--- src/hw/rtl/turtle_graphics_interpreter_defines.svh ---
// ----------------------------------------------------------------------------
// Turtle graphics interpreter assertion macros
// Concurrent checks clocked on clk_i and disabled while rst_ni is low.
// ----------------------------------------------------------------------------
`ifndef TURTLE_GRAPHICS_INTERPRETER_DEFINES_SVH
`define TURTLE_GRAPHICS_INTERPRETER_DEFINES_SVH
`ifndef SYNTHESIS
`define TGI_ASSERT(lbl, prop, msg) \
  lbl: assert property (@(posedge clk_i) disable iff (!rst_ni) prop) else $error(msg);
`define TGI_NEVER(lbl, expr, msg) \
  lbl: assert property (@(posedge clk_i) disable iff (!rst_ni) !(expr)) else $error(msg);
`else
`define TGI_ASSERT(lbl, prop, msg)
`define TGI_NEVER(lbl, expr, msg)
`endif
`endif

--- src/hw/rtl/tgi_ram.sv ---
// ----------------------------------------------------------------------------
// Generic RAM
// One write port and one read port with registered read data.
// ----------------------------------------------------------------------------
module tgi_ram #(
  parameter  int unsigned Width = 8,
  parameter  int unsigned Depth = 16,
  localparam int unsigned AddrW = (Depth > 1) ? $clog2(Depth) : 1
) (
  input  logic             clk_i,
  input  logic             we_i,
  input  logic [AddrW-1:0] waddr_i,
  input  logic [Width-1:0] wdata_i,
  input  logic             re_i,
  input  logic [AddrW-1:0] raddr_i,
  output logic [Width-1:0] rdata_o
);

  logic [Width-1:0] mem_q [Depth];
  logic [Width-1:0] rdata_q;

  always_ff @(posedge clk_i) begin
    if (we_i) begin
      mem_q[waddr_i] <= wdata_i;
    end
    if (re_i) begin
      rdata_q <= mem_q[raddr_i];
    end
  end

  assign rdata_o = rdata_q;

endmodule

--- config.mk ---
export PLATFORM = sky130hd
export DESIGN_NAME = tgi_ram
export DESIGN_NICKNAME = d
export VERILOG_FILES = /design/src/hw/rtl/turtle_graphics_interpreter_defines.svh /design/src/hw/rtl/tgi_ram.sv
export SDC_FILE = /design/constraint.sdc
export NUM_CORES = 1
export LEC_CHECK = 0
export BUFFER_PORTS_ARGS = -buffer_cell sky130_fd_sc_hd__buf_2
export CAP_MARGIN = 10
export CELL_PAD_IN_SITES_DETAIL_PLACEMENT = 1
export CELL_PAD_IN_SITES_GLOBAL_PLACEMENT = 1
export CORE_ASPECT_RATIO = 0.5
export CORE_MARGIN = 2
export CORE_UTILIZATION = 57
export CTS_CLUSTER_SIZE = 16
export DETAILED_ROUTE_END_ITERATION = 8
export PLACE_DENSITY_LB_ADDON = 0.1
export SKIP_LAST_GASP = 1
export SYNTH_ARGS = -nofsm -noshare
export SYNTH_HDL_FRONTEND = slang
export SYNTH_SLANG_ARGS = --single-unit
--- constraint.sdc ---
create_clock -name clk_i -period 3.9 [get_ports clk_i]
set_input_delay 0.195 -clock clk_i [delete_from_list [all_inputs] [get_ports clk_i]]
set_output_delay 0.195 -clock clk_i [all_outputs]
set_load 0.02 [all_outputs]
Word level (Yosys, flattened, before mapping)
Memories as Yosys holds them, arrays and structs flattened. A register that Yosys moved wholly into a read port is not among the register bits.
Index checks and enable logic that the tools add are counted.
{"block": "word_totals", "register_bits": 0, "ram_bits": 128, "output_inout_bits": 8, "memories": 1}
{"block": "classes", "n_mux": 2}
{"name": "mem_q", "depth": 16, "width": 8, "rd": 1, "rd_ports_with_merged_regs": 1, "write_ports": 1, "line": "tgi_ram.sv:19", "source": "logic [Width-1:0] mem_q [Depth];"}
{"cell": "$mux W1", "count": 2}

Longest topological paths before layout
{"block": "depth", "depth_word": 2, "depth_mapped": 5, "ltp_nobuf": 3}

Least setup slack after synthesis
OpenSTA, ideal clock, no wires.
{"block": "synth_path", "kind": "input to register", "startpoint": "in waddr_i[2]", "endpoint": "mem mem_q[0][0], enable pin", "arrival_time_ns": 1.305, "required_time_ns": 3.517, "slack_ns": 2.212, "path_stages": 2, "n_path_buf": 0, "path_cell_list": "or3b_2 > nor3_1"}
{"item": "start, declared", "line": "tgi_ram.sv:12", "source": "input logic [AddrW-1:0] waddr_i,"}
{"item": "end, declared", "line": "tgi_ram.sv:19"}
Straight into the memory's write port.

==> out/results.txt <==
Final Max Tran Viols: 0
TritonCTS clock tree: yes
number of enable-type register cells in the synthesized netlist: 136
total of warnings raised by yosys: 0
detailed-route via count: 2543
worst-case headroom to the max-slew limit: 32.21%
CTS Hold Bufs: 0
fraction of synthesized cell area taken by the top area cell type: 78.12%
status: complete, no violations
Leakage Power: 2.012 nW
period utilisation layout: 45.65%
final hold vios: 0
max-cap violation count: 0
nature of the critical path startpoint: input pin
maximum buffer depth of the clock tree: 2
CP Data Required Time: 4.05 ns
number of distinct library cells after synthesis: 18
cts repair resizes: 0
Worst Reg-to-Reg Cells: 3
Post-synth top cells: sky130_fd_sc_hd__edfxtp_1, sky130_fd_sc_hd__mux4_2, sky130_fd_sc_hd__a22oi_1
Remaining DRCs: 0
crit path time final: 1.780 ns
flop and latch count out of synthesis: 136
gate count after technology mapping: 229
starting density of the core: 59.41%
Core Footprint: 8798 um^2
count of nets left with antenna violations after detail routing: 0
number of top-level pins: 27
Critical Path Fanout Max: 19
die footprint: 10000 um^2
share of async-settable or async-resettable flops after synthesis: 0%
Root Buffer Master: sky130_fd_sc_hd__clkbuf_16
Net Switching: 675.8 uW
clock latency of the later-clocked register in the worst-skew pair: 0.41 ns
Power per Cell Area: 559.2 nW/um^2
kind of end point of the critical path: flip-flop
worst reg2reg startpoint: mem_q[1][2]
total detailed-routing wirelength: 11420 um
largest net degree at the start of global routing: 33
overall track demand over capacity in global routing: 25.46%
switching power share of the total: 20.04%
post-route clock skew: 0.004652 ns
final count of negative-setup-slack endpoints: 0
Buffers on Ports: 26
peak supply drop: 0.4435 mV
clock transition at the registers of the reported paths: 0.06 ns
Post-Synthesis Mean Instance Area: 22.83 um^2
ranking of synthesized cells by area: sky130_fd_sc_hd__edfxtp_1, sky130_fd_sc_hd__mux4_2, sky130_fd_sc_hd__mux4_1, sky130_fd_sc_hd__a22oi_1, sky130_fd_sc_hd__nor2_1
wire length of the first global-routing pass: 17320 um
clock buffers created by TritonCTS: 17
worst-case register-to-register setup slack: 2.27 ns
CTS H-tree depth: 4
Worst Max-Slew Pin Slew: 1.013 ns
hold-critical path depth: 1
cell taking the most area after synthesis: sky130_fd_sc_hd__edfxtp_1
setup repair after global routing missed its margin: false
fill cell count: 691
utilization after layout: 68.54%
mean number of vias per cell: 6.373
WP data arrival: 1.93 ns
ys flop type: sky130_fd_sc_hd__edfxtp_1
total inserted antenna cells: 0
die outline width: 139.4 um
Hold Path End: rdata_o[1]
total internal power: 2.697 mW
library cell with the highest instance count after synthesis: sky130_fd_sc_hd__edfxtp_1
post-CTS setup repair buffer count: 0
number of placement rows: 24
final total negative setup slack: 0 ns
TritonCTS Sinks: 136
share of power burned in combinational logic: 4.7%
number of antenna violations at the first check in global routing: 0
First DRT Iteration DRCs: 253
number of nets in the final layout: 289
residual overflow from global routing: 0
beginning of the worst hold path: re_i
Initial DRT Pass Iterations: 5
vertical die dimension: 71.72 um
number of global-route vias before repair: 2739
fraction of the yosys area taken by sequential cells: 78.12%
R2R Path End: rdata_o[2]
Final HPWL DP: 7097 um
layout cell share with drive strength beyond 1: 26.95%
hold crit path type: input pin to flip-flop
Worst Path Class, Setup: input pin to flip-flop
routed length per instance: 28.62 um
synthesized area: 5228 um^2
relative area change from synthesis to final layout: 15.37%
Final Wtd Congestion: 0.7436
nets in the synthesized netlist: 248
Max Clock Freq: 561.7 MHz
power share of the sequential group: 49.1%
Clock Power Share: 46.1%
==> worst max-delay path, cell delays in order <==
cell                      delay (ns)
sky130_fd_sc_hd__buf_2          0.50
sky130_fd_sc_hd__buf_4          0.34
sky130_fd_sc_hd__mux4_1         0.59
sky130_fd_sc_hd__a22oi_1        0.20
sky130_fd_sc_hd__nand2_1        0.08
==> metrics by stage <==
step                hold WS [ns]  cell area, um^2  setup WS (ns)  power (mW)  instances
finish                    0.1441             6031          2.120       3.372        399
global route              0.1331             6031          2.005       3.462        399
CTS                       0.1371             6031          2.113       3.387        399
detailed placement        0.5667             5463          1.669       1.846        368
global placement          0.5640             5463          1.755       1.835        368
floorplan                 0.2939             5228          2.212       1.776        229
==> metal layers <==
layer	track usage [%]	routed length, um	vias to the layer above
met1	35.62	4906	1354
met2	39.22	5341	114
met4	8.530	142	0
met3	8.088	1030	13
li1	-	-	1062
met5	0	0	-
==> worst max-delay path by stage <==
stage	startpoint	end	slack (ns)	cells after the start
CTS	raddr_i[0]	rdata_o[5]	2.11	5
global route	raddr_i[0]	rdata_o[4]	2.00	5
finish	raddr_i[0]	rdata_o[5]	2.12	5
detailed placement	raddr_i[0]	rdata_o[5]	1.67	5
global placement	raddr_i[0]	rdata_o[5]	1.75	5
floorplan	waddr_i[2]	mem_q[0][0]	2.21	2
==> sequential cells by signal, indices dropped and copies added, names as in the netlist <==
| register | cells |
|---|---|
| mem_q | 128 |
| rdata_o | 8 |
==> logic make-up (layout without fill, tap and decap cells) <==
family                 Yosys count  in the layout  share of synthesized area [%]
buffers and inverters           10             63                          1.651
AOI/OAI and AO/OA               16             16                          2.298
DFF                            136            136                          78.12
muxes                           32             32                          14.79
and+or+nand+nor                 35             35                          3.136
==> cells in the final DEF, fill, tap and decap left out <==
cell,instances
sky130_fd_sc_hd__mux4_1,14
sky130_fd_sc_hd__bufinv_16,3
sky130_fd_sc_hd__buf_2,26
sky130_fd_sc_hd__nor2b_1,1
sky130_fd_sc_hd__buf_4,6
sky130_fd_sc_hd__clkbuf_16,17
sky130_fd_sc_hd__and2_1,1
sky130_fd_sc_hd__clkinvlp_4,2
sky130_fd_sc_hd__clkinv_2,3
sky130_fd_sc_hd__or3b_2,1
sky130_fd_sc_hd__nand3_1,1
sky130_fd_sc_hd__and2b_1,1
sky130_fd_sc_hd__mux4_2,18
sky130_fd_sc_hd__nand2_1,9
sky130_fd_sc_hd__nor3_1,4
sky130_fd_sc_hd__a22oi_1,16
sky130_fd_sc_hd__nand3b_1,2
sky130_fd_sc_hd__edfxtp_1,136
sky130_fd_sc_hd__nor2_1,13
sky130_fd_sc_hd__clkbuf_1,3
sky130_fd_sc_hd__clkinv_1,3
sky130_fd_sc_hd__nand2b_1,2
==> power groups by stage <==
stage | combinational (mW) | sequential (mW) | clock, mW
after global placement | 0.151 | 1.68 | 0
after CTS | 0.161 | 1.66 | 1.57
after floorplan | 0.0831 | 1.69 | 0
after global routing | 0.172 | 1.66 | 1.63
after detailed placement | 0.159 | 1.69 | 0
final | 0.160 | 1.66 | 1.56
==> final cells by class <==
type | instances | area [um^2] | area share [%]
sequential | 136 | 4084 | 67.72
multi-input combinational | 83 | 1057 | 17.53
clock buffer | 20 | 436.7 | 7.241
timing repair buffer | 32 | 175.2 | 2.905
tap | 117 | 146.4 | 2.427
clock inverter | 11 | 131.4 | 2.178
No activity file was read; power rests on OpenSTA's default activity.
