### src/hw/rtl/turtle_graphics_interpreter_defines.svh
// ----------------------------------------------------------------------------
// Turtle graphics interpreter assertion macros
// Concurrent checks clocked on clk_i and disabled while rst_ni is low.
// ----------------------------------------------------------------------------
`ifndef TURTLE_GRAPHICS_INTERPRETER_DEFINES_SVH
`define TURTLE_GRAPHICS_INTERPRETER_DEFINES_SVH
`ifndef SYNTHESIS
`define TGI_ASSERT(lbl, prop, msg) \
  lbl: assert property (@(posedge clk_i) disable iff (!rst_ni) prop) else $error(msg);
`define TGI_NEVER(lbl, expr, msg) \
  lbl: assert property (@(posedge clk_i) disable iff (!rst_ni) !(expr)) else $error(msg);
`else
`define TGI_ASSERT(lbl, prop, msg)
`define TGI_NEVER(lbl, expr, msg)
`endif
`endif

### src/hw/rtl/tgi_pkg.sv
// ----------------------------------------------------------------------------
// Turtle graphics interpreter package
// Sizes, command and error codes, CORDIC angle table and shared types.
// ----------------------------------------------------------------------------
package tgi_pkg;

  localparam int unsigned StackDepth  = 64;
  localparam int unsigned CoordBits   = 24;
  localparam int unsigned AngleBits   = 16;
  localparam int unsigned CordicSteps = 16;

  localparam int unsigned CmdW     = 3;
  localparam int unsigned AmountW  = 16;
  localparam int unsigned HeadOutW = 16;
  localparam int unsigned ErrW     = 2;

  localparam int unsigned VecW     = 32;
  localparam int unsigned TrigFrac = 30;
  localparam int unsigned TabIdxW  = 5;
  localparam int unsigned StepCntW = (CordicSteps > 1) ? $clog2(CordicSteps) : 1;

  localparam int unsigned StackAddrW = (StackDepth > 1) ? $clog2(StackDepth) : 1;
  localparam int unsigned StackCntW  = $clog2(StackDepth + 1);
  localparam int unsigned EntryW     = 2 * CoordBits + AngleBits;

  localparam int unsigned OutFieldsW = 4 * CoordBits + HeadOutW + ErrW;
  localparam int unsigned OutDataW   = ((OutFieldsW + 7) / 8) * 8;
  localparam int unsigned OutPadW    = OutDataW - OutFieldsW;

  localparam logic signed [VecW-1:0] CordicGain = 32'sd652032874;

  typedef enum logic [CmdW-1:0] {
    CMD_FORWARD  = 3'd0,
    CMD_LEFT     = 3'd1,
    CMD_RIGHT    = 3'd2,
    CMD_PUSH     = 3'd3,
    CMD_POP      = 3'd4,
    CMD_RESET    = 3'd5,
    CMD_PEN_DOWN = 3'd6,
    CMD_PEN_UP   = 3'd7
  } cmd_e;

  typedef enum logic [ErrW-1:0] {
    ERR_NONE  = 2'd0,
    ERR_FULL  = 2'd1,
    ERR_EMPTY = 2'd2,
    ERR_SAT   = 2'd3
  } err_e;

  typedef struct packed {
    logic                   done;
    logic                   flip;
    logic signed [VecW-1:0] cos_raw;
    logic signed [VecW-1:0] sin_raw;
  } trig_t;

  function automatic logic [VecW-1:0] atan_lut(input logic [TabIdxW-1:0] idx);
    logic [VecW-1:0] val;
    unique case (idx)
      5'd0:    val = 32'd536870912;
      5'd1:    val = 32'd316933406;
      5'd2:    val = 32'd167458907;
      5'd3:    val = 32'd85004756;
      5'd4:    val = 32'd42667331;
      5'd5:    val = 32'd21354465;
      5'd6:    val = 32'd10680862;
      5'd7:    val = 32'd5340245;
      5'd8:    val = 32'd2670163;
      5'd9:    val = 32'd1335087;
      5'd10:   val = 32'd667544;
      5'd11:   val = 32'd333772;
      5'd12:   val = 32'd166886;
      5'd13:   val = 32'd83443;
      5'd14:   val = 32'd41722;
      5'd15:   val = 32'd20861;
      5'd16:   val = 32'd10430;
      5'd17:   val = 32'd5215;
      5'd18:   val = 32'd2608;
      5'd19:   val = 32'd1304;
      5'd20:   val = 32'd652;
      5'd21:   val = 32'd326;
      5'd22:   val = 32'd163;
      5'd23:   val = 32'd81;
      default: val = '0;
    endcase
    return val;
  endfunction

endpackage

### src/hw/rtl/tgi_cordic.sv
// ----------------------------------------------------------------------------
// Iterative CORDIC rotator
// One shift-add rotation step per cycle; gives raw cosine and sine of the
// heading with a half-turn fold flag.
// ----------------------------------------------------------------------------
module tgi_cordic import tgi_pkg::*; (
  input  logic                 clk_i,
  input  logic                 rst_ni,
  input  logic                 start_i,
  input  logic [AngleBits-1:0] heading_i,
  output trig_t                trig_o
);

  logic                   busy_q, busy_d;
  logic                   done_q, done_d;
  logic [StepCntW-1:0]    cnt_q, cnt_d;
  logic                   flip_q;
  logic signed [VecW-1:0] x_q, y_q, z_q;

  logic [VecW-1:0]        angle;
  logic                   fold;
  logic signed [VecW-1:0] x_sh, y_sh, atan_s;
  logic signed [VecW-1:0] x_nxt, y_nxt, z_nxt;
  logic                   last;

  assign angle  = {heading_i, {(VecW - AngleBits){1'b0}}};
  assign fold   = angle[VecW-1] ^ angle[VecW-2];
  assign x_sh   = x_q >>> cnt_q;
  assign y_sh   = y_q >>> cnt_q;
  assign atan_s = $signed(atan_lut(TabIdxW'(cnt_q)));
  assign last   = (cnt_q == StepCntW'(CordicSteps - 1));

  always_comb begin
    if (!z_q[VecW-1]) begin
      x_nxt = x_q - y_sh;
      y_nxt = y_q + x_sh;
      z_nxt = z_q - atan_s;
    end else begin
      x_nxt = x_q + y_sh;
      y_nxt = y_q - x_sh;
      z_nxt = z_q + atan_s;
    end
  end

  always_comb begin
    busy_d = busy_q;
    cnt_d  = cnt_q;
    done_d = 1'b0;
    if (start_i) begin
      busy_d = 1'b1;
      cnt_d  = '0;
    end else if (busy_q) begin
      cnt_d = cnt_q + StepCntW'(1);
      if (last) begin
        busy_d = 1'b0;
        done_d = 1'b1;
      end
    end
  end

  always_ff @(posedge clk_i or negedge rst_ni) begin
    if (!rst_ni) begin
      busy_q <= 1'b0;
      done_q <= 1'b0;
      cnt_q  <= '0;
    end else begin
      busy_q <= busy_d;
      done_q <= done_d;
      cnt_q  <= cnt_d;
    end
  end

  always_ff @(posedge clk_i) begin
    if (start_i) begin
      x_q    <= CordicGain;
      y_q    <= '0;
      z_q    <= $signed({angle[VecW-1] ^ fold, angle[VecW-2:0]});
      flip_q <= fold;
    end else if (busy_q) begin
      x_q <= x_nxt;
      y_q <= y_nxt;
      z_q <= z_nxt;
    end
  end

  assign trig_o = '{done: done_q, flip: flip_q, cos_raw: x_q, sin_raw: y_q};

endmodule

### config.mk
export PLATFORM = sky130hd
export DESIGN_NAME = tgi_cordic
export DESIGN_NICKNAME = d
export VERILOG_FILES = /design/src/hw/rtl/turtle_graphics_interpreter_defines.svh /design/src/hw/rtl/tgi_pkg.sv /design/src/hw/rtl/tgi_cordic.sv
export SDC_FILE = /design/constraint.sdc
export NUM_CORES = 1
export LEC_CHECK = 0
export ABC_AREA = 0
export BUFFER_PORTS_ARGS = -buffer_cell sky130_fd_sc_hd__buf_4
export CAP_MARGIN = 25
export CORE_ASPECT_RATIO = 1.2
export CORE_MARGIN = 10
export CORE_UTILIZATION = 35
export CTS_BUF_LIST = sky130_fd_sc_hd__clkbuf_4
export CTS_CLUSTER_DIAMETER = 80
export CTS_CLUSTER_SIZE = 20
export DETAILED_ROUTE_END_ITERATION = 7
export PLACE_DENSITY = 0.59
export RECOVER_POWER = 50
export SLEW_MARGIN = 20
export SYNTH_ARGS = -nofsm -noshare
export SYNTH_HDL_FRONTEND = slang
export SYNTH_SLANG_ARGS = --single-unit
### constraint.sdc
create_clock -name clk_i -period 7.7 [get_ports clk_i]
set_input_delay 1.155 -clock clk_i [delete_from_list [all_inputs] [get_ports clk_i]]
set_output_delay 1.155 -clock clk_i [all_outputs]
set_load 0.1 [all_outputs]
; After elaboration in Yosys (flattened, before gate mapping)
; Memories as Yosys holds them, arrays and structs flattened.
; Index checks and enable logic that the tools add are counted.
; Widths: inputs -> output; s select.
[word_totals]
rom_bits = 480
mem_count = 1
out_inout_bits = 66
wordCells = 35
register_bits = 103
input_bits = 19
[classes]
n_reduce_logical = 1
n_bitwise = 2
n_mux = 13
n_eq_ne = 1
shifts = 2
addsub = 7
[memory_table]
columns = memory, depth, word_bits, read_ports, rd_clocked_by_memory_dff, wr, line_no
row1 = (name not given), 16, 30, 1, 0, 0, tgi_pkg.sv:59  ; unique case (idx)
[ops]
columns = operator, n
row1 = $mux 32, 5
row2 = $add 32x32->32, 3
row3 = $sub 32x32->32, 3
row4 = $sshr 32x4->32, 2
row5 = $mux 4, 2
row6 = $mux 1, 6
row7 = $add 4x1->4 const B, 1
row8 = $eq 4x4->1 const B, 1
row9 = $reduce_bool 2->1, 1
row10 = $xor 1x1->1, 2

; Depth between registers and ports, before layout
; Gate-level depths: netlist (run 1).
; An unclocked memory read counts as a cell.
[logic_depth]
ltp_word = 5
ltp_mapped = 29
mapped_depth_nobuf = 23

; Least setup slack after synthesis (run 1)
; OpenSTA, ideal clock, no wires.
[synth_path]
path_type = reg2reg
startpoint = reg cnt_q[1]
endpoint = reg z_q[28], data pin
path_buffers = 3
required_time_ps = 7443
setup_time_ps = 257
path_stages_with_launch = 25
slack_ps = 1482
period_less_slack_ps = 6218
arrival_time_ps = 5961
path_cell_list = dfrtp_1 -> inv_2 -> buf_2 -> clkbuf_1 -> clkbuf_1 -> ha_1 -> nand2_1 -> a21oi_1 -> a31oi_1 -> ha_1 -> nand3_1 -> nor4_1 -> a21oi_1 -> xnor2_1 -> ha_1 -> and3_1 -> and3_1 -> a211o_1 -> a21oi_1 -> o31ai_1 -> a311oi_1 -> a21oi_1 -> o21a_1 -> or3_1 -> a32o_1
[synth_between]
elab_chain_cells = 5
elab_cells_between_ends = 6
classes_between = add/sub (2) / mux (3) / memory (1)
[synth_lines]
columns = item, line_no
row1 = from (decl), tgi_cordic.sv:16  ; logic [StepCntW-1:0] cnt_q, cnt_d;
row2 = from (signal assigned), tgi_cordic.sv:69  ; cnt_q <= cnt_d;
row3 = $mem_v2 16x30 *, n/a
row4 = $sub 32x32->32 / $add 32x32->32 (equally long branches), "tgi_cordic.sv:37, tgi_cordic.sv:41"
row5 = $mux 32 *, tgi_cordic.sv:34  ; if (!z_q[VecW-1]) begin
row6 = $mux 32 *, tgi_cordic.sv:79  ; end else if (busy_q) begin
row7 = $mux 32 *, tgi_cordic.sv:74  ; if (start_i) begin
row8 = to (signal assigned), tgi_cordic.sv:77  ; z_q <= $signed({angle[VecW-1] ^ fold, angle[VecW-2:0]});
row9 = to (signal assigned), tgi_cordic.sv:82  ; z_q <= z_nxt;
row10 = to (decl), tgi_cordic.sv:18  ; logic signed [VecW-1:0] x_q, y_q, z_q;
; Mark *: on every way between the ends. The rest lies on a longest branch, timed or not. The select of a mux whose other input is x is not followed.
; A chain may end at the register's enable or synchronous reset.

; Worst setup path after layout (run 1)
[layout_path]
startpoint = reg cnt_q[0]
endpoint = reg z_q[28], data pin
; Same word-level chain as after synthesis.

==> out/metrics.yaml, run 1 <==
timing:
  max_slew.worst_pin.slew_ns: 3.77
  max_slew_margin_pct: -152
  fin_tns_setup_ns: 0
  min_period_over_period_pct: 88.0
  hold_violations: 0
  slew_violations: 152
  rsz0062_at_grt: "no"
  max_freq_mhz: 148
  skew_ns: 0.0432
  setup_violations: 0
  fin_ws_ns: 0.927
  post-route-min-period_ns: 6.77
cts:
  cts.sinks: 103
  htree_levels: 3
  cts_setup_buffers: 0
  cts_buffers: 9
  postCtsHoldBufs: 0
  clock_latency_ns: 0.67
  clock_path_buffers: 2
  cts_tree: "done"
  clk_pin_slew_ns: 0.21
  ctsResizeCount: 0
  root_buffer: "clkbuf_4"
yosys:
  synth-seq-area-share_pct: 15.7
  synth-edff-count: 17
  synth_top_area_cell: "dfxtp_1"
  ys_warn_count: 0
  syn-num-nets: 1895
  synth_area_leaders: "dfxtp_1 11%, ha_1 9.7%, mux4_2 9.4%, a21oi_1 5.6%, xnor2_1 5.4%"
  syn_area_per_cell_um2: 8.17
  synthCells: 1762
  async_reset_ff_share_pct: 5.83
  ys_seq_elements: 103
  synth_cell_types: 89
  syn_area_um2: 14400
  ys.flop_type: "dfxtp_1"
  netlist.area_leader.share_pct: 11.1
setup_path:
  worstRegToRegCells: 21
  timing.rr.end: "z_q[28]"
  cp_top_family: "compound AO/OA/AOI/OAI gates"
  r2r_slack_ns: 0.93
  critical_path_arrival_ns: 7.23
  max_stage_delay_ns: 0.81
  crit_path_max_fanout: 32
  cp.required_ns: 8.16
  cp_common_cell: "a21oi_1"
  crit_buf_inv: 1
  worstPathCellList: "inv_2 > ha_1 > o21ai_0 > a21oi_1 > a31oi_1 > ha_1 > nand3_1 > nor4_1 > a21oi_1 > xnor2_1 > ha_1 > and3_1 > and3_1 > a211o_1 > a21oi_1 > o31ai_1 > a311oi_1 > a21oi_1 > o21a_1 > or3_1 > a32o_1"
  worst_setup_path_start_kind: "flip-flop"
  critPathCaptureType: "flip-flop"
  reg2reg_from: "cnt_q[0]"
  crit_type: "flip-flop to flip-flop"
  slowest_stage: "nor4_1"
place:
  io_buffers: 84
  place_ws_ns: 0.919
  dp_hpwl_um: 36500
  place_congestion: 0.918
  placedCellCount: 2303
floorplanning:
  die_y_um: 242
  core-area_um2: 40700
  io-pin-count: 85
  rows: 81
  die_area_um2: 49700
  dieWidth_um: 205
  start_util_pct: 35.3
finish:
  final_common_cell: "nand2_1"
  regArea_um2: 2280
  final_layout_size_suffix_gt1_share_pct: 8.93
  fill_cells: 4300
  final_nets: 1909
  fin_cells: 2325
  final_cell_mix: "201 x nand2_1, 169 x nor2_1, 161 x a21oi_1"
  multi_input_area_um2: 11400
  area_growth_pct: 5.72
route:
  wl_met1_um: 19400
  vias: 13689
  first_iter_violations: 1041
  routed_wl_um: 48100
  route.met2.wl_um: 24100
  wl_per_cell_um: 20.7
  first_pass_iters: 5
  highest_layer: "met4"
  ant_nets: 0
  met3_length_um: 2180
  drc: 0
  viasPerCell: 5.89
run_status:
  failed_checks: "capacitance limit, slew limit"
  status: "finished, violations left"
global_routing:
  grt_pass1_vias: 13394
  grt_pass1_wl_um: 75000
  antenna_found_initial: 2
  grt_usage_pct: 19.0
  overflow: 0
  grt_max_degree: 70
min_path:
  hold_class: "input pin to asynchronous set/reset pin"
run:
  drv_cap: 3
worst register-to-register path, cell delays in order (launching register included):
cell and delay (ns):
dfrtp_4 0.77, inv_2 0.25, ha_1 0.36, o21ai_0 0.18
a21oi_1 0.15, a31oi_1 0.38, ha_1 0.25, nand3_1 0.12
nor4_1 0.81, a21oi_1 0.19, xnor2_1 0.16, ha_1 0.36
and3_1 0.20, and3_1 0.17, a211o_1 0.26, a21oi_1 0.26
o31ai_1 0.23, a311oi_1 0.51, a21oi_1 0.20, o21a_1 0.21
or3_1 0.30, a32o_1 0.24
cell usage after synthesis (45+ instances only):
master    instances
a21o_1           45
a21oi_1         161
clkbuf_1         48
dfxtp_1          80
ha_1            111
mux2i_1          58
mux4_2           60
nand2_1         201
nor2_1          169
o21ai_0         106
xnor2_1          88
xor2_1           74
registers in the layout, summed over array words and instances (netlist names):
register	count
z_q	32
done_q	1
busy_q	1
x_q	32
y_q	32
cnt_q	4
flip_q	1
worst max path at each step:
stage / from / cells past startpoint / slack [ns] / endpoint
global placement: cnt_q[0] / 21 / 1.08 / z_q[28]
floorplan: cnt_q[1] / 24 / 1.48 / z_q[28]
global route: cnt_q[0] / 21 / 0.37 / z_q[28]
finish: cnt_q[0] / 21 / 0.93 / z_q[28]
CTS: cnt_q[0] / 21 / 0.91 / z_q[28]
detailed placement: cnt_q[0] / 21 / 0.92 / z_q[28]
layout make-up:
type / instances / area share, %
antenna: 5 / 0.0822
multi-input combinational: 1513 / 75.0
inverter: 39 / 0.962
timing repair buffer: 110 / 3.73
sequential: 103 / 15.0
tap: 539 / 4.43
clock buffer: 9 / 0.444
clock inverter: 7 / 0.362
stage by stage:
stage,area [um^2],utilization [%],hold WS (ns)
2_1_floorplan,14400,-,0.432
3_3_place_gp,15300,37.6,0.449
3_5_place_dp,15300,37.6,0.454
4_1_cts,15500,37.9,0.204
5_1_grt,15200,37.3,0.343
6_report,15200,37.3,0.366
cells by family after synthesis:
| group | after synthesis | share of synthesized area [%] |
|---|---|---|
| simple gates | 553 | 17.8 |
| compound gates | 528 | 23.8 |
| xor+xnor | 162 | 9.86 |
| mux | 156 | 17.9 |
| buf+inv | 146 | 4.96 |
| fa+ha+maj | 114 | 10.1 |
| flops | 103 | 15.7 |
routing by layer:
metal,up-vias,track usage [%]
met2,408,33.4
met3,113,2.85
li1,6583,-
met5,-,0
met4,0,9.83
met1,6585,21.7
Power of run 1 is not shown: default switching activity piles up to over one toggle a cycle in this logic, so the estimate is an artifact.
==> inputs of run 2 (changes only) <==
--- a/config.mk
+++ b/config.mk
@@ -11,7 +11,7 @@
 export CORE_ASPECT_RATIO = 1.2
 export CORE_MARGIN = 10
 export CORE_UTILIZATION = 35
-export CTS_BUF_LIST = sky130_fd_sc_hd__clkbuf_4
+export CTS_BUF_LIST = sky130_fd_sc_hd__clkbuf_4 sky130_fd_sc_hd__clkbuf_8 sky130_fd_sc_hd__clkbuf_16
 export CTS_CLUSTER_DIAMETER = 80
 export CTS_CLUSTER_SIZE = 20
 export DETAILED_ROUTE_END_ITERATION = 7
==> run 2 against run 1 <==
Net effect:
- first-iteration DRC count grew 3.1%
- cell count decreased by 0.22%
- via count rose by 0.56%
- sequential share of layout area decreased by 0.14 points
- wire length hardly changed
- clock skew down 0.026 ns
- critical path type unchanged
- design area up 0.93%
- worst hold slack better by 0.10 ns
- non-clock buffer count unchanged
- the flow still finishes with violations (capacitance limit, slew limit)
==> out/metrics.yaml, run 2 (synthesis gave the netlist of run 1 again) <==
global_routing:
  grt_pass1_wl_um: 75200  # +0.30%
  grt_usage_pct: 19.1  # +0.10 points
  grt_max_degree: 70  # unchanged
  antenna_found_initial: 0  # -2
  overflow: 0  # unchanged
  grt_pass1_vias: 13411  # +0.13%
cts:
  cts_tree: "done"
  cts_setup_buffers: 0  # unchanged
  root_buffer: "clkbuf_16"
  clock_latency_ns: 0.41  # -0.26 ns
  postCtsHoldBufs: 0  # unchanged
  clock_path_buffers: 2  # unchanged
  clk_pin_slew_ns: 0.09  # -0.12 ns
  cts_buffers: 9  # unchanged
  htree_levels: 3  # unchanged
  cts.sinks: 103  # unchanged
  ctsResizeCount: 0  # unchanged
setup_path:
  timing.rr.end: "z_q[28]"
  critPathCaptureType: "flip-flop"
  crit_type: "flip-flop to flip-flop"
  cp_top_family: "compound AO/OA/AOI/OAI gates"
  r2r_slack_ns: 0.90  # -0.02 ns
  max_stage_delay_ns: 0.82  # about the same
  crit_path_max_fanout: 32  # unchanged
  critical_path_arrival_ns: 6.96  # -0.27 ns
  worst_setup_path_start_kind: "flip-flop"
  cp.required_ns: 7.86  # -0.30 ns
  worstPathCellList: "inv_2 > ha_1 > o21ai_0 > a21oi_1 > a31oi_1 > ha_1 > nand3_1 > nor4_1 > a21oi_1 > xnor2_1 > ha_1 > and3_1 > and3_1 > a211o_1 > a21oi_1 > o31ai_1 > a311oi_1 > a21oi_1 > o21a_1 > or3_1 > a32o_1"
  crit_buf_inv: 1  # unchanged
  slowest_stage: "nor4_1"
  worstRegToRegCells: 21  # unchanged
  reg2reg_from: "cnt_q[0]"
  cp_common_cell: "a21oi_1"
run_status:
  failed_checks: "capacitance limit, slew limit"
  status: "finished, violations left"
route:
  viasPerCell: 5.93  # +0.78%
  first_pass_iters: 7  # +2
  drc: 0  # unchanged
  wl_per_cell_um: 20.8  # +0.28%
  first_iter_violations: 1073  # +3.1%
  routed_wl_um: 48200  # about the same
  vias: 13766  # +0.56%
  ant_nets: 0  # unchanged
min_path:
  hold_class: "flip-flop to flip-flop"
  whs_endpoint: "z_q[10]"
  hp-start: "z_q[10]"
  hold_depth: 2
timing:
  hold_violations: 0  # unchanged
  max_slew.worst_pin.slew_ns: 3.74  # -0.0358 ns
  skew_ns: 0.0168  # -0.0265 ns
  min_period_over_period_pct: 88.3  # +0.31 points
  post-route-min-period_ns: 6.80  # +0.0235 ns
  max_slew_margin_pct: -149  # +2.4 points
  setup_violations: 0  # unchanged
  fin_tns_setup_ns: 0  # unchanged
  rsz0062_at_grt: "no"
  max_freq_mhz: 147  # -0.35%
  slew_violations: 152  # unchanged
floorplanning:
  die_y_um: 242  # unchanged
  core-area_um2: 40700  # unchanged
  io-pin-count: 85  # unchanged
  dieWidth_um: 205  # unchanged
  start_util_pct: 35.3  # unchanged
  die_area_um2: 49700  # unchanged
  rows: 81  # unchanged
run:
  drv_cap: 3  # unchanged
finish:
  final_common_cell: "nand2_1"
  antenna_cells: 0  # -5
  final_cell_mix: "201 x nand2_1, 169 x nor2_1, 161 x a21oi_1"
  final_nets: 1909  # unchanged
  final_layout_size_suffix_gt1_share_pct: 8.87  # -0.056 points
  area_growth_pct: 6.70
  reg_top3: "x_q (32), y_q (32), z_q (32)"
place:
  io_buffers: 84  # unchanged
  place_congestion: 0.918  # unchanged
  dp_hpwl_um: 36500  # unchanged
[run 2: changes by cell type in the layout (fill, tap and decap cells not counted), sizes merged]
cell    before  now
clkbuf      78   79
diode        5    0
buf         41   40
[run 2: routing by layer]
metal  up-vias  GRT usage [%]  wire length, um
li1       6585              -                -
met1      6600           21.9            19200
met2       462           33.4            24200
met3       119           3.08             2460
met4         0           9.81             2340
met5         -              0                0
[run 2: worst max path at each step]
stage,from,endpoint,depth (start not counted)
after floorplan,cnt_q[1],z_q[28],24
final,cnt_q[0],z_q[28],21
after global routing,cnt_q[0],z_q[28],21
after CTS,cnt_q[0],z_q[28],21
after global placement,cnt_q[0],z_q[28],21
after detailed placement,cnt_q[0],z_q[28],21
[run 2: worst reg2reg max path: cells and delay by family (launching register included)]
family	cells	cell delay [ns]
compound gates	11	2.84
fa+ha+maj	3	0.97
simple gates	5	1.62
xor+xnor	1	0.16
buf+inv	1	0.24
flops	1	0.73
[run 2: through the flow]
| stage | std cells | hold slack [ns] | worst slack, ns | area (um^2) | util, % |
|---|---|---|---|---|---|
| 6_report | 2320 | 0.470 | 0.904 | 15400 | 37.7 |
| 5_1_grt | 2320 | 0.519 | 0.357 | 15400 | 37.7 |
| 4_1_cts | 2319 | 0.472 | 0.906 | 15600 | 38.3 |
| 3_5_place_dp | 2303 | 0.454 | 0.919 | 15300 | 37.6 |
| 3_3_place_gp | 2303 | 0.449 | 1.08 | 15300 | 37.6 |
| 2_1_floorplan | 1762 | 0.432 | 1.48 | 14400 | - |
[run 2: area by class of cell]
cell class,instances,area (um^2)
Clock inverter,7,55.1
Multi-Input combinational cell,1513,11400
Fill cell,4282,25400
Timing Repair Buffer,110,563
Tap cell,539,674
Clock buffer,9,225
Inverter,39,146
Sequential cell,103,2280
Power of run 2 is left out for the same reason.
